--- config.mk ---
export PLATFORM = sky130hd
export DESIGN_NAME = broadcast_offset_generator
export DESIGN_NICKNAME = d
export VERILOG_FILES = /design/src/hdl/bog_pkg.sv /design/src/hdl/bog_setup.sv /design/src/hdl/bog_walker.sv /design/src/hdl/broadcast_offset_generator.sv
export SDC_FILE = /design/constraint.sdc
export NUM_CORES = 2
export LEC_CHECK = 0
export ABC_AREA = 1
export ABC_CLOCK_PERIOD_IN_PS = 24500
export BUFFER_PORTS_ARGS = -buffer_cell sky130_fd_sc_hd__buf_2
export CORE_MARGIN = 2
export CORE_UTILIZATION = 40
export DETAILED_ROUTE_END_ITERATION = 7
export MAX_ROUTING_LAYER = met4
export SLEW_MARGIN = 20
export SYNTH_ARGS = -nofsm -noshare
export SYNTH_HDL_FRONTEND = slang
export SYNTH_SLANG_ARGS = --single-unit
--- constraint.sdc ---
create_clock -name clock -period 24.5 [get_ports clock]
set_input_delay 2.45 -clock clock [delete_from_list [all_inputs] [get_ports clock]]
set_output_delay 2.45 -clock clock [all_outputs]
set_load 0.1 [all_outputs]
--- src/hdl/bog_pkg.sv ---
// Shared types, constants and helpers for the broadcast offset generator.
package bog_pkg;

   localparam int AXES       = 4;
   localparam int AXIS_IDX_W = 2;
   localparam int NUM_REGS   = 2 * AXES;
   localparam int REG_IDX_W  = 3;
   localparam int DIM_W      = 13;
   localparam int CNT_W      = 12;
   localparam int OFS_W      = 24;
   localparam int STR_W      = OFS_W + 1;
   localparam int PROD_W     = DIM_W + STR_W;
   localparam int DIM_LIMIT  = 4096;

   // axis order, outermost first
   localparam logic [AXIS_IDX_W-1:0] AXIS_BATCH   = 2'd0;
   localparam logic [AXIS_IDX_W-1:0] AXIS_CHANNEL = 2'd1;
   localparam logic [AXIS_IDX_W-1:0] AXIS_HEIGHT  = 2'd2;
   localparam logic [AXIS_IDX_W-1:0] AXIS_WIDTH   = 2'd3;

   // setup sequencer phases
   localparam int PHASE_W = 3;
   localparam logic [PHASE_W-1:0] PH_S1  = 3'd0;
   localparam logic [PHASE_W-1:0] PH_S0  = 3'd1;
   localparam logic [PHASE_W-1:0] PH_LEN = 3'd2;
   localparam logic [PHASE_W-1:0] PH_R0  = 3'd3;
   localparam logic [PHASE_W-1:0] PH_R1  = 3'd4;
   localparam logic [PHASE_W-1:0] PH_R2  = 3'd5;
   localparam logic [PHASE_W-1:0] PH_R3  = 3'd6;

   // largest legal element count; anything above saturates to one more
   localparam logic [STR_W-1:0] MAX_LEN = STR_W'(1) << OFS_W;
   localparam logic [STR_W-1:0] LEN_SAT = MAX_LEN + STR_W'(1);

   typedef logic [AXES-1:0][CNT_W-1:0] cnt_vec_type;
   typedef logic [AXES-1:0][OFS_W-1:0] ofs_vec_type;
   typedef logic [AXES-1:0][DIM_W-1:0] dim_vec_type;

   typedef struct packed {
      logic                  ok;
      logic                  busy;
      dim_vec_type           own_dim;
      ofs_vec_type           own_step;
      ofs_vec_type           oth_step;
      logic                  load_en;
      logic [AXIS_IDX_W-1:0] load_idx;
      logic [OFS_W-1:0]      load_own;
      logic [OFS_W-1:0]      load_oth;
   } shape_type;

   typedef struct packed {
      logic [OFS_W-1:0] own_offset;
      logic [OFS_W-1:0] other_offset;
      logic             last;
      logic             error;
   } result_type;

   function automatic logic [STR_W-1:0] sat_stride(input logic [PROD_W-1:0] p);
      logic [STR_W-1:0] r;
      if (p > PROD_W'(MAX_LEN)) begin
         r = LEN_SAT;
      end else begin
         r = p[STR_W-1:0];
      end
      return r;
   endfunction

endpackage

--- src/hdl/bog_setup.sv ---
// Shape registers, stride setup sequencer and offset rebuild after a shape write.
module bog_setup (
   input  logic                            clock,
   input  logic                            reset,
   input  logic                            csr_write_en,
   input  logic [bog_pkg::REG_IDX_W-1:0]   csr_index,
   input  logic [bog_pkg::DIM_W-1:0]       csr_write_data,
   input  bog_pkg::cnt_vec_type            counters,
   output bog_pkg::shape_type              shape
);

   logic [bog_pkg::NUM_REGS-1:0][bog_pkg::DIM_W-1:0] dim_ff;
   logic                           busy_ff, busy_in;
   logic [bog_pkg::PHASE_W-1:0]    phase_ff, phase_in;
   logic [bog_pkg::STR_W-1:0]      s1_ff, s0_ff, t1_ff, t0_ff;
   logic                           ok_ff;
   logic [bog_pkg::OFS_W-1:0]      acc_own_ff, acc_own_in;
   logic [bog_pkg::OFS_W-1:0]      acc_oth_ff, acc_oth_in;
   logic [bog_pkg::DIM_W-1:0]      mo_a, mt_a;
   logic [bog_pkg::STR_W-1:0]      mo_b, mt_b;
   logic [bog_pkg::PROD_W-1:0]     prod_o, prod_t;
   logic [bog_pkg::AXIS_IDX_W-1:0] rk;
   logic [bog_pkg::AXES-1:0]       oth_unit;
   logic                           legal;
   logic                           rebuild;
   logic [bog_pkg::OFS_W-1:0]      base_own, base_oth;

   // legality of each axis pair
   always_comb begin
      legal = 1'b1;
      for (int k = 0; k < bog_pkg::AXES; k++) begin
         oth_unit[k] = (dim_ff[bog_pkg::AXES+k] == bog_pkg::DIM_W'(1));
         if (dim_ff[k] == '0 || dim_ff[bog_pkg::AXES+k] == '0 ||
             dim_ff[k] > bog_pkg::DIM_W'(bog_pkg::DIM_LIMIT) ||
             dim_ff[bog_pkg::AXES+k] > bog_pkg::DIM_W'(bog_pkg::DIM_LIMIT) ||
             (dim_ff[bog_pkg::AXES+k] != dim_ff[k] && !oth_unit[k])) begin
            legal = 1'b0;
         end
      end
   end

   assign rk      = bog_pkg::AXIS_IDX_W'(phase_ff - bog_pkg::PH_R0);
   assign rebuild = busy_ff && (phase_ff inside {[bog_pkg::PH_R0:bog_pkg::PH_R3]});

   // one shared multiplier per tensor, operands picked by phase
   always_comb begin
      mo_a = '0;
      mo_b = '0;
      mt_a = '0;
      mt_b = '0;
      case (phase_ff)
         bog_pkg::PH_S1: begin
            mo_a = dim_ff[bog_pkg::AXIS_HEIGHT];
            mo_b = bog_pkg::STR_W'(dim_ff[bog_pkg::AXIS_WIDTH]);
            mt_a = dim_ff[bog_pkg::AXES + 2];
            mt_b = bog_pkg::STR_W'(dim_ff[bog_pkg::AXES + 3]);
         end
         bog_pkg::PH_S0: begin
            mo_a = dim_ff[bog_pkg::AXIS_CHANNEL];
            mo_b = s1_ff;
            mt_a = dim_ff[bog_pkg::AXES + 1];
            mt_b = t1_ff;
         end
         bog_pkg::PH_LEN: begin
            mo_a = dim_ff[bog_pkg::AXIS_BATCH];
            mo_b = s0_ff;
         end
         bog_pkg::PH_R0: begin
            mo_a = bog_pkg::DIM_W'(counters[bog_pkg::AXIS_BATCH]);
            mo_b = s0_ff;
            mt_a = mo_a;
            mt_b = t0_ff;
         end
         bog_pkg::PH_R1: begin
            mo_a = bog_pkg::DIM_W'(counters[bog_pkg::AXIS_CHANNEL]);
            mo_b = s1_ff;
            mt_a = mo_a;
            mt_b = t1_ff;
         end
         bog_pkg::PH_R2: begin
            mo_a = bog_pkg::DIM_W'(counters[bog_pkg::AXIS_HEIGHT]);
            mo_b = bog_pkg::STR_W'(dim_ff[bog_pkg::AXIS_WIDTH]);
            mt_a = mo_a;
            mt_b = bog_pkg::STR_W'(dim_ff[bog_pkg::AXES + 3]);
         end
         bog_pkg::PH_R3: begin
            mo_a = bog_pkg::DIM_W'(counters[bog_pkg::AXIS_WIDTH]);
            mo_b = bog_pkg::STR_W'(1);
            mt_a = mo_a;
            mt_b = mo_b;
         end
         default: begin
            mo_a = '0;
         end
      endcase
   end

   assign prod_o = bog_pkg::PROD_W'(mo_a) * bog_pkg::PROD_W'(mo_b);
   assign prod_t = bog_pkg::PROD_W'(mt_a) * bog_pkg::PROD_W'(mt_b);

   // running prefix offsets, outermost axis first
   always_comb begin
      base_own   = (phase_ff == bog_pkg::PH_R0) ? '0 : acc_own_ff;
      base_oth   = (phase_ff == bog_pkg::PH_R0) ? '0 : acc_oth_ff;
      acc_own_in = base_own + prod_o[bog_pkg::OFS_W-1:0];
      acc_oth_in = base_oth + (oth_unit[rk] ? '0 : prod_t[bog_pkg::OFS_W-1:0]);
   end

   always_comb begin
      busy_in  = busy_ff;
      phase_in = phase_ff;
      if (csr_write_en) begin
         busy_in  = 1'b1;
         phase_in = bog_pkg::PH_S1;
      end else if (busy_ff) begin
         phase_in = phase_ff + bog_pkg::PHASE_W'(1);
         if (phase_ff == bog_pkg::PH_R3) begin
            busy_in = 1'b0;
         end
      end
   end

   always_ff @(posedge clock) begin
      if (reset) begin
         busy_ff  <= 1'b0;
         phase_ff <= bog_pkg::PH_S1;
         ok_ff    <= 1'b1;
         s1_ff    <= bog_pkg::STR_W'(1);
         s0_ff    <= bog_pkg::STR_W'(1);
         t1_ff    <= bog_pkg::STR_W'(1);
         t0_ff    <= bog_pkg::STR_W'(1);
         for (int k = 0; k < bog_pkg::NUM_REGS; k++) begin
            dim_ff[k] <= bog_pkg::DIM_W'(1);
         end
      end else begin
         busy_ff  <= busy_in;
         phase_ff <= phase_in;
         if (csr_write_en) begin
            dim_ff[csr_index] <= csr_write_data;
         end
         if (busy_ff && phase_ff == bog_pkg::PH_S1) begin
            s1_ff <= bog_pkg::sat_stride(prod_o);
            t1_ff <= bog_pkg::sat_stride(prod_t);
         end
         if (busy_ff && phase_ff == bog_pkg::PH_S0) begin
            s0_ff <= bog_pkg::sat_stride(prod_o);
            t0_ff <= bog_pkg::sat_stride(prod_t);
         end
         if (busy_ff && phase_ff == bog_pkg::PH_LEN) begin
            ok_ff <= legal && (prod_o <= bog_pkg::PROD_W'(bog_pkg::MAX_LEN));
         end
      end
   end

   always_ff @(posedge clock) begin
      if (rebuild) begin
         acc_own_ff <= acc_own_in;
         acc_oth_ff <= acc_oth_in;
      end
   end

   always_comb begin
      shape.ok       = ok_ff;
      shape.busy     = busy_ff;
      for (int k = 0; k < bog_pkg::AXES; k++) begin
         shape.own_dim[k] = dim_ff[k];
      end
      shape.own_step[bog_pkg::AXIS_BATCH]   = s0_ff[bog_pkg::OFS_W-1:0];
      shape.own_step[bog_pkg::AXIS_CHANNEL] = s1_ff[bog_pkg::OFS_W-1:0];
      shape.own_step[bog_pkg::AXIS_HEIGHT]  =
         bog_pkg::OFS_W'(dim_ff[bog_pkg::AXIS_WIDTH]);
      shape.own_step[bog_pkg::AXIS_WIDTH]   = bog_pkg::OFS_W'(1);
      shape.oth_step[bog_pkg::AXIS_BATCH]   =
         oth_unit[0] ? '0 : t0_ff[bog_pkg::OFS_W-1:0];
      shape.oth_step[bog_pkg::AXIS_CHANNEL] =
         oth_unit[1] ? '0 : t1_ff[bog_pkg::OFS_W-1:0];
      shape.oth_step[bog_pkg::AXIS_HEIGHT]  =
         oth_unit[2] ? '0 : bog_pkg::OFS_W'(dim_ff[bog_pkg::AXES + 3]);
      shape.oth_step[bog_pkg::AXIS_WIDTH]   =
         oth_unit[3] ? '0 : bog_pkg::OFS_W'(1);
      shape.load_en  = rebuild;
      shape.load_idx = rk;
      shape.load_own = acc_own_in;
      shape.load_oth = acc_oth_in;
   end

`ifndef SYNTHESIS
   a_busy_ends_after_rebuild: assert property (@(posedge clock) disable iff (reset)
      $fell(busy_ff) && !$past(reset) |-> $past(phase_ff) == bog_pkg::PH_R3)
      else $error("setup sequencer left busy early");
`endif

endmodule

--- src/hdl/bog_walker.sv ---
// Axis counters and per-level prefix offsets; forms one offset pair per request.
module bog_walker (
   input  logic                  clock,
   input  logic                  reset,
   input  logic                  step_en,
   input  logic                  restart,
   input  bog_pkg::shape_type    shape,
   output bog_pkg::cnt_vec_type  counters,
   output bog_pkg::result_type   result
);

   bog_pkg::cnt_vec_type cnt_ff, cnt_in, c_eff;
   bog_pkg::ofs_vec_type own_q_ff, own_q_in, own_e;
   bog_pkg::ofs_vec_type oth_q_ff, oth_q_in, oth_e;
   logic [bog_pkg::AXES-1:0]       wrap;
   logic [bog_pkg::AXIS_IDX_W-1:0] sel;
   logic                           found;
   logic [bog_pkg::OFS_W-1:0]      own_nxt, oth_nxt;

   assign c_eff = restart ? '0 : cnt_ff;
   assign own_e = restart ? '0 : own_q_ff;
   assign oth_e = restart ? '0 : oth_q_ff;

   // innermost axis that can still count up
   always_comb begin
      sel   = '0;
      found = 1'b0;
      for (int k = 0; k < bog_pkg::AXES; k++) begin
         wrap[k] = (bog_pkg::DIM_W'(c_eff[k]) + bog_pkg::DIM_W'(1)) >= shape.own_dim[k];
         if (!wrap[k]) begin
            sel   = bog_pkg::AXIS_IDX_W'(k);
            found = 1'b1;
         end
      end
   end

   // q[k] is the offset with every axis inside k at zero, so bumping axis k
   // is one add and every inner level takes the same value
   assign own_nxt = own_e[sel] + shape.own_step[sel];
   assign oth_nxt = oth_e[sel] + shape.oth_step[sel];

   always_comb begin
      for (int j = 0; j < bog_pkg::AXES; j++) begin
         if (!found) begin
            cnt_in[j]   = '0;
            own_q_in[j] = '0;
            oth_q_in[j] = '0;
         end else if (bog_pkg::AXIS_IDX_W'(j) > sel) begin
            cnt_in[j]   = '0;
            own_q_in[j] = own_nxt;
            oth_q_in[j] = oth_nxt;
         end else if (bog_pkg::AXIS_IDX_W'(j) == sel) begin
            cnt_in[j]   = c_eff[j] + bog_pkg::CNT_W'(1);
            own_q_in[j] = own_nxt;
            oth_q_in[j] = oth_nxt;
         end else begin
            cnt_in[j]   = c_eff[j];
            own_q_in[j] = own_e[j];
            oth_q_in[j] = oth_e[j];
         end
      end
   end

   always_comb begin
      result.error        = !shape.ok;
      result.own_offset   = shape.ok ? own_e[bog_pkg::AXIS_WIDTH] : '0;
      result.other_offset = shape.ok ? oth_e[bog_pkg::AXIS_WIDTH] : '0;
      result.last         = shape.ok && (&wrap);
   end

   always_ff @(posedge clock) begin
      if (reset) begin
         cnt_ff   <= '0;
         own_q_ff <= '0;
         oth_q_ff <= '0;
      end else if (shape.load_en) begin
         own_q_ff[shape.load_idx] <= shape.load_own;
         oth_q_ff[shape.load_idx] <= shape.load_oth;
      end else if (step_en) begin
         if (shape.ok) begin
            cnt_ff   <= cnt_in;
            own_q_ff <= own_q_in;
            oth_q_ff <= oth_q_in;
         end else begin
            // no advance on a bad shape, but a restart still lands
            cnt_ff   <= c_eff;
            own_q_ff <= own_e;
            oth_q_ff <= oth_e;
         end
      end
   end

   assign counters = cnt_ff;

`ifndef SYNTHESIS
   a_last_wraps_to_zero: assert property (@(posedge clock) disable iff (reset)
      step_en && shape.ok && result.last |=> cnt_ff == '0 && own_q_ff == '0)
      else $error("walk did not return to element zero after last pair");

   a_restart_starts_at_zero: assert property (@(posedge clock) disable iff (reset)
      step_en && restart && shape.ok |->
         result.own_offset == '0 && result.other_offset == '0)
      else $error("restart did not emit element zero");
`endif

endmodule

--- src/hdl/broadcast_offset_generator.sv ---
// Top level: broadcast offset generator with request and response handshakes.
//
//   channel  direction  handshake           payload
//   req      in         req_valid/req_stall  req_restart
//   rsp      out        rsp_valid/rsp_stall  rsp_own_offset, rsp_other_offset,
//                                            rsp_last, rsp_error
//   csr      in         csr_write_en         csr_index, csr_write_data
//
// One request per cycle while req_stall is low; its response sits in the output register in the next cycle.
// Offsets come from per-axis prefix registers updated with one add per request.
// A shape write starts a stride and offset rebuild (phases S1, S0, LEN, R0 to R3); requests stall meanwhile.
// Reset sets all shapes to 1, counters and offsets to zero, and needs no sweep.
// A stalled response holds and stalls requests only while it is not taken.
module broadcast_offset_generator (
   input  logic                          clock,
   input  logic                          reset,
   input  logic                          req_valid,
   output logic                          req_stall,
   input  logic                          req_restart,
   output logic                          rsp_valid,
   input  logic                          rsp_stall,
   output logic [bog_pkg::OFS_W-1:0]     rsp_own_offset,
   output logic [bog_pkg::OFS_W-1:0]     rsp_other_offset,
   output logic                          rsp_last,
   output logic                          rsp_error,
   input  logic                          csr_write_en,
   input  logic [bog_pkg::REG_IDX_W-1:0] csr_index,
   input  logic [bog_pkg::DIM_W-1:0]     csr_write_data
);

   bog_pkg::shape_type   shape;
   bog_pkg::cnt_vec_type counters;
   bog_pkg::result_type  step_result;
   bog_pkg::result_type  rsp_ff;
   logic                 rsp_valid_ff, rsp_valid_in;
   logic                 accept;

   bog_setup u_setup (
      .clock          (clock),
      .reset          (reset),
      .csr_write_en   (csr_write_en),
      .csr_index      (csr_index),
      .csr_write_data (csr_write_data),
      .counters       (counters),
      .shape          (shape)
   );

   bog_walker u_walker (
      .clock    (clock),
      .reset    (reset),
      .step_en  (accept),
      .restart  (req_restart),
      .shape    (shape),
      .counters (counters),
      .result   (step_result)
   );

   assign req_stall = shape.busy || (rsp_valid_ff && rsp_stall);
   assign accept    = req_valid && !req_stall;

   always_comb begin
      rsp_valid_in = rsp_valid_ff && rsp_stall;
      if (accept) begin
         rsp_valid_in = 1'b1;
      end
   end

   always_ff @(posedge clock) begin
      if (reset) begin
         rsp_valid_ff <= 1'b0;
      end else begin
         rsp_valid_ff <= rsp_valid_in;
      end
   end

   always_ff @(posedge clock) begin
      if (accept) begin
         rsp_ff <= step_result;
      end
   end

   assign rsp_valid        = rsp_valid_ff;
   assign rsp_own_offset   = rsp_ff.own_offset;
   assign rsp_other_offset = rsp_ff.other_offset;
   assign rsp_last         = rsp_ff.last;
   assign rsp_error        = rsp_ff.error;

`ifndef SYNTHESIS
   a_write_blocks_requests: assert property (@(posedge clock) disable iff (reset)
      csr_write_en |=> req_stall)
      else $error("request taken during shape rebuild");

   a_error_payload_clear: assert property (@(posedge clock) disable iff (reset)
      rsp_valid && rsp_error |->
         rsp_own_offset == '0 && rsp_other_offset == '0 && !rsp_last)
      else $error("error response carries offsets");
`endif

endmodule
==> flow_metrics.py <==
metrics = {
    "logic_synthesis": {
        "syn-num-nets": 9425,
        "synth_top_family_by_area": "adder cells",
        "yosys.area_share.simple_pct": 22.4,
        "synth-xor-area-share_pct": 2.37,
        "synth.avg_cell_area_um2": 6.85,
        "synth_ff_type": "dfxtp_1",
        "synth_edf_count": 98,
        "synth_cell_types": 62,
        "synth-compound-area-share_pct": 18.9,
        "seq_area_frac_synth_pct": 20.4,
        "synth_adder_area_share_pct": 24.3,
        "ys_seq_elements": 548,
        "synthArstFlopShare_pct": 0,
        "yosysWarnings": 0,
        "syn_inst": 8569,
        "syn_area_um2": 58700,
        "synth.area.mux_share_pct": 0,
    },
    "routing": {
        "num_vias": 58946,
        "wirelength_um": 228000,
        "antenna_left": 0,
        "drt_iter0_drc": 6992,
        "drt_first_pass_iters": 6,
        "wire_per_inst_um": 21.9,
        "route.detailed.drc": 0,
        "viasPerCell": 5.67,
    },
    "timing": {
        "rsz0062_at_grt": "false",
        "period_needed_ns": 11.21,
        "post-route-period-util_pct": 45.7,
        "holdWs_ns": 0.465,
        "final_hold_viol_count": 0,
        "slew_headroom_pct": 24.2,
        "fmax_mhz": 89.2,
        "fin_ws_ns": 13.29,
        "setup_viol": 0,
        "maxSlewViolCount": 0,
        "worst_slew_pin_slew_ns": 1.14,
        "tns_ns": 0,
        "finalClockSkew_ns": 0.0419,
    },
    "placement": {
        "pre_cts_ws_ns": 13.28,
        "dp_cells": 10239,
        "dpl_cell_area_um2": 60700,
        "gp_congestion": 0.997,
        "dp_hpwl_um": 167000,
        "io_buffers": 73,
    },
    "die": {
        "die_x_um": 387,
        "dieArea_um2": 150000,
        "core_um2": 146000,
        "start_util_pct": 40.3,
        "ios": 74,
        "fp.dieH_um": 387,
        "rows": 140,
    },
    "outcome": {
        "outcome": "finished, final reports clean",
    },
    "global_routing": {
        "antenna_found_initial": 23,
        "grt_pass1_wl_um": 343000,
        "grt_usage_pct": 30.4,
        "grt_pass1_vias": 55938,
        "grt_max_degree": 180,
        "gr-total-overflow": 0,
    },
    "pwr": {
        "vdd_drop_max_mv": 0.0483,
        "p_per_area_nw_per_um2": 58.5,
        "total_power_mw": 3.69,
        "leakage_nw": 29.0,
    },
    "worst_setup_path": {
        "start_kind": "flop",
        "r2r_cells": 32,
        "worst_ep_arrival_time_ns": 11.81,
        "worstPathRequired_ns": 25.10,
        "cp_common_cell": "fa_1",
        "worst-setup-path-type": "reg2reg",
        "worst_setup_path_end_kind": "flop",
        "cp_slowest_cell": "nor4_1",
        "crit_fanout": 17,
        "cp_slowest_stage_delay_ns": 0.81,
    },
    "job": {
        "max-cap-violations": 0,
    },
    "layout": {
        "fill_cells": 15110,
        "final_cells": 10388,
        "final_cell_mix": "nand2_1, inv_1, nor2_1",
        "layout-drive-gt1-share_pct": 4.61,
        "design_area_um2": 63100,
        "syn_to_final_growth_pct": 7.60,
        "nNetsFinal": 9253,
        "final_common_cell": "nand2_1",
        "final_core_util_pct": 43.4,
    },
    "cts": {
        "cts_tree": "done",
        "clock_sinks": 548,
        "clk_path_buf_depth": 3,
        "htreeDepth": 3,
        "cts-buffers-inserted": 71,
        "cts_root_buf": "clkbuf_16",
        "cts.repair.resized": 0,
        "cts_setup_buffers": 0,
        "path_clk_slew_ns": 0.06,
        "cts_hold_buffers": 0,
        "clk_latency_ns": 0.67,
    },
    "hold_path": {
        "min_path_cells": 2,
        "hp-class": "reg2reg",
    },
}
-- cell usage after synthesis, types with 8 or more instances --
| master | count | area share [%] |
|---|---|---|
| or2_2 | 9 | 0.096 |
| o21bai_1 | 20 | 0.26 |
| fa_1 | 510 | 17 |
| o21ai_1 | 19 | 0.16 |
| a21oi_1 | 576 | 4.9 |
| clkbuf_1 | 318 | 2.0 |
| inv_2 | 15 | 0.096 |
| nor3_1 | 58 | 0.49 |
| o21a_1 | 10 | 0.13 |
| o211ai_1 | 39 | 0.50 |
| nand2_1 | 1907 | 12 |
| a221oi_1 | 51 | 0.76 |
| a22o_1 | 15 | 0.22 |
| xnor2_1 | 48 | 0.72 |
| ha_1 | 324 | 6.9 |
| clkinv_1 | 27 | 0.17 |
| nand3_1 | 249 | 2.1 |
| nor4_1 | 35 | 0.37 |
| a21oi_2 | 10 | 0.15 |
| edfxtp_1 | 98 | 5.0 |
| nand3b_1 | 10 | 0.13 |
| nand3_2 | 21 | 0.36 |
| and2_1 | 8 | 0.085 |
| buf_2 | 31 | 0.26 |
| inv_1 | 1350 | 8.6 |
| a21boi_0 | 9 | 0.12 |
| a22oi_1 | 23 | 0.29 |
| o22ai_1 | 193 | 2.1 |
| a211oi_1 | 9 | 0.12 |
| a31oi_1 | 138 | 1.5 |
| o221ai_1 | 20 | 0.30 |
| o21ai_0 | 817 | 7.0 |
| nor2_1 | 867 | 5.5 |
| nand4_1 | 51 | 0.54 |
| xor2_1 | 111 | 1.7 |
| buf_1 | 59 | 0.38 |
| dfxtp_1 | 450 | 15 |
| a21o_1 | 17 | 0.22 |
-- critical path, delay by kind of cell (launching register included) --
kind            cells  cell delay (ns)
fa+ha+maj           8             3.44
simple gates       10             3.37
xor+xnor            2             1.36
buf+inv             6             1.32
compound gates      6             1.15
flops               1             0.50
-- report_power, final --
group | switching [mW] | internal, mW
clock | 0.460 | 0.642
sequential | 0.0407 | 0.990
combinational | 1.13 | 0.431
total | 1.63 | 2.06
-- per-layer routing --
layer  vias to the layer above  share of wire, %  GRT usage, %
met5                         -                 0             -
met4                         0               4.6          12.6
met3                       531               9.7          5.47
met2                      2922                44          46.1
met1                     28149                42          39.9
li1                      27344                 -             -
-- cell type report --
class	instances	area, µm²	share of cell area, %
inverters	1393	5250	8.32
diodes	18	45.0	0.0713
flip-flops and latches	548	12000	18.9
clock buffers	95	1970	3.12
repair buffers	170	1140	1.81
multi-input cells	6213	40000	63.3
well taps	1917	2400	3.80
clock inverters	34	393	0.622
-- final timing paths --
path	startpoint	end	slack [ns]
setup / recovery	u_setup.phase_ff[0]$_SDFFE_PP0P_	u_walker.own_q_ff[69]$_SDFFE_PP0P_	13.29
hold / removal	u_setup.s0_ff[2]$_SDFFE_PP0P_	u_setup.s0_ff[2]$_SDFFE_PP0P_	0.47
setup reg to reg	u_setup.phase_ff[0]$_SDFFE_PP0P_	u_walker.own_q_ff[69]$_SDFFE_PP0P_	13.29
hold reg to reg	u_setup.s0_ff[2]$_SDFFE_PP0P_	u_setup.s0_ff[2]$_SDFFE_PP0P_	0.47
-- logic make-up (layout without fill, tap and decap cells) --
| logic type | after synthesis | after routing |
|---|---|---|
| xor+xnor | 159 | 159 |
| fa+ha+maj | 834 | 834 |
| buf+inv | 1808 | 1692 |
| other cells | 0 | 18 |
| compound gates | 1980 | 1980 |
| flops | 548 | 548 |
| simple gates | 3240 | 3240 |
-- registers in the layout, summed over array words and instances, names as in the netlist, 25 cells and up --
register	flops
u_setup.s1_ff	25
u_setup.s0_ff	25
u_walker.oth_q_ff	96
u_setup.shape	52
u_walker.own_q_ff	96
u_walker.counters	48
u_setup.t1_ff	25
u_setup.dim_ff	52
u_setup.t0_ff	25
Power figures use the tool's default switching activity.
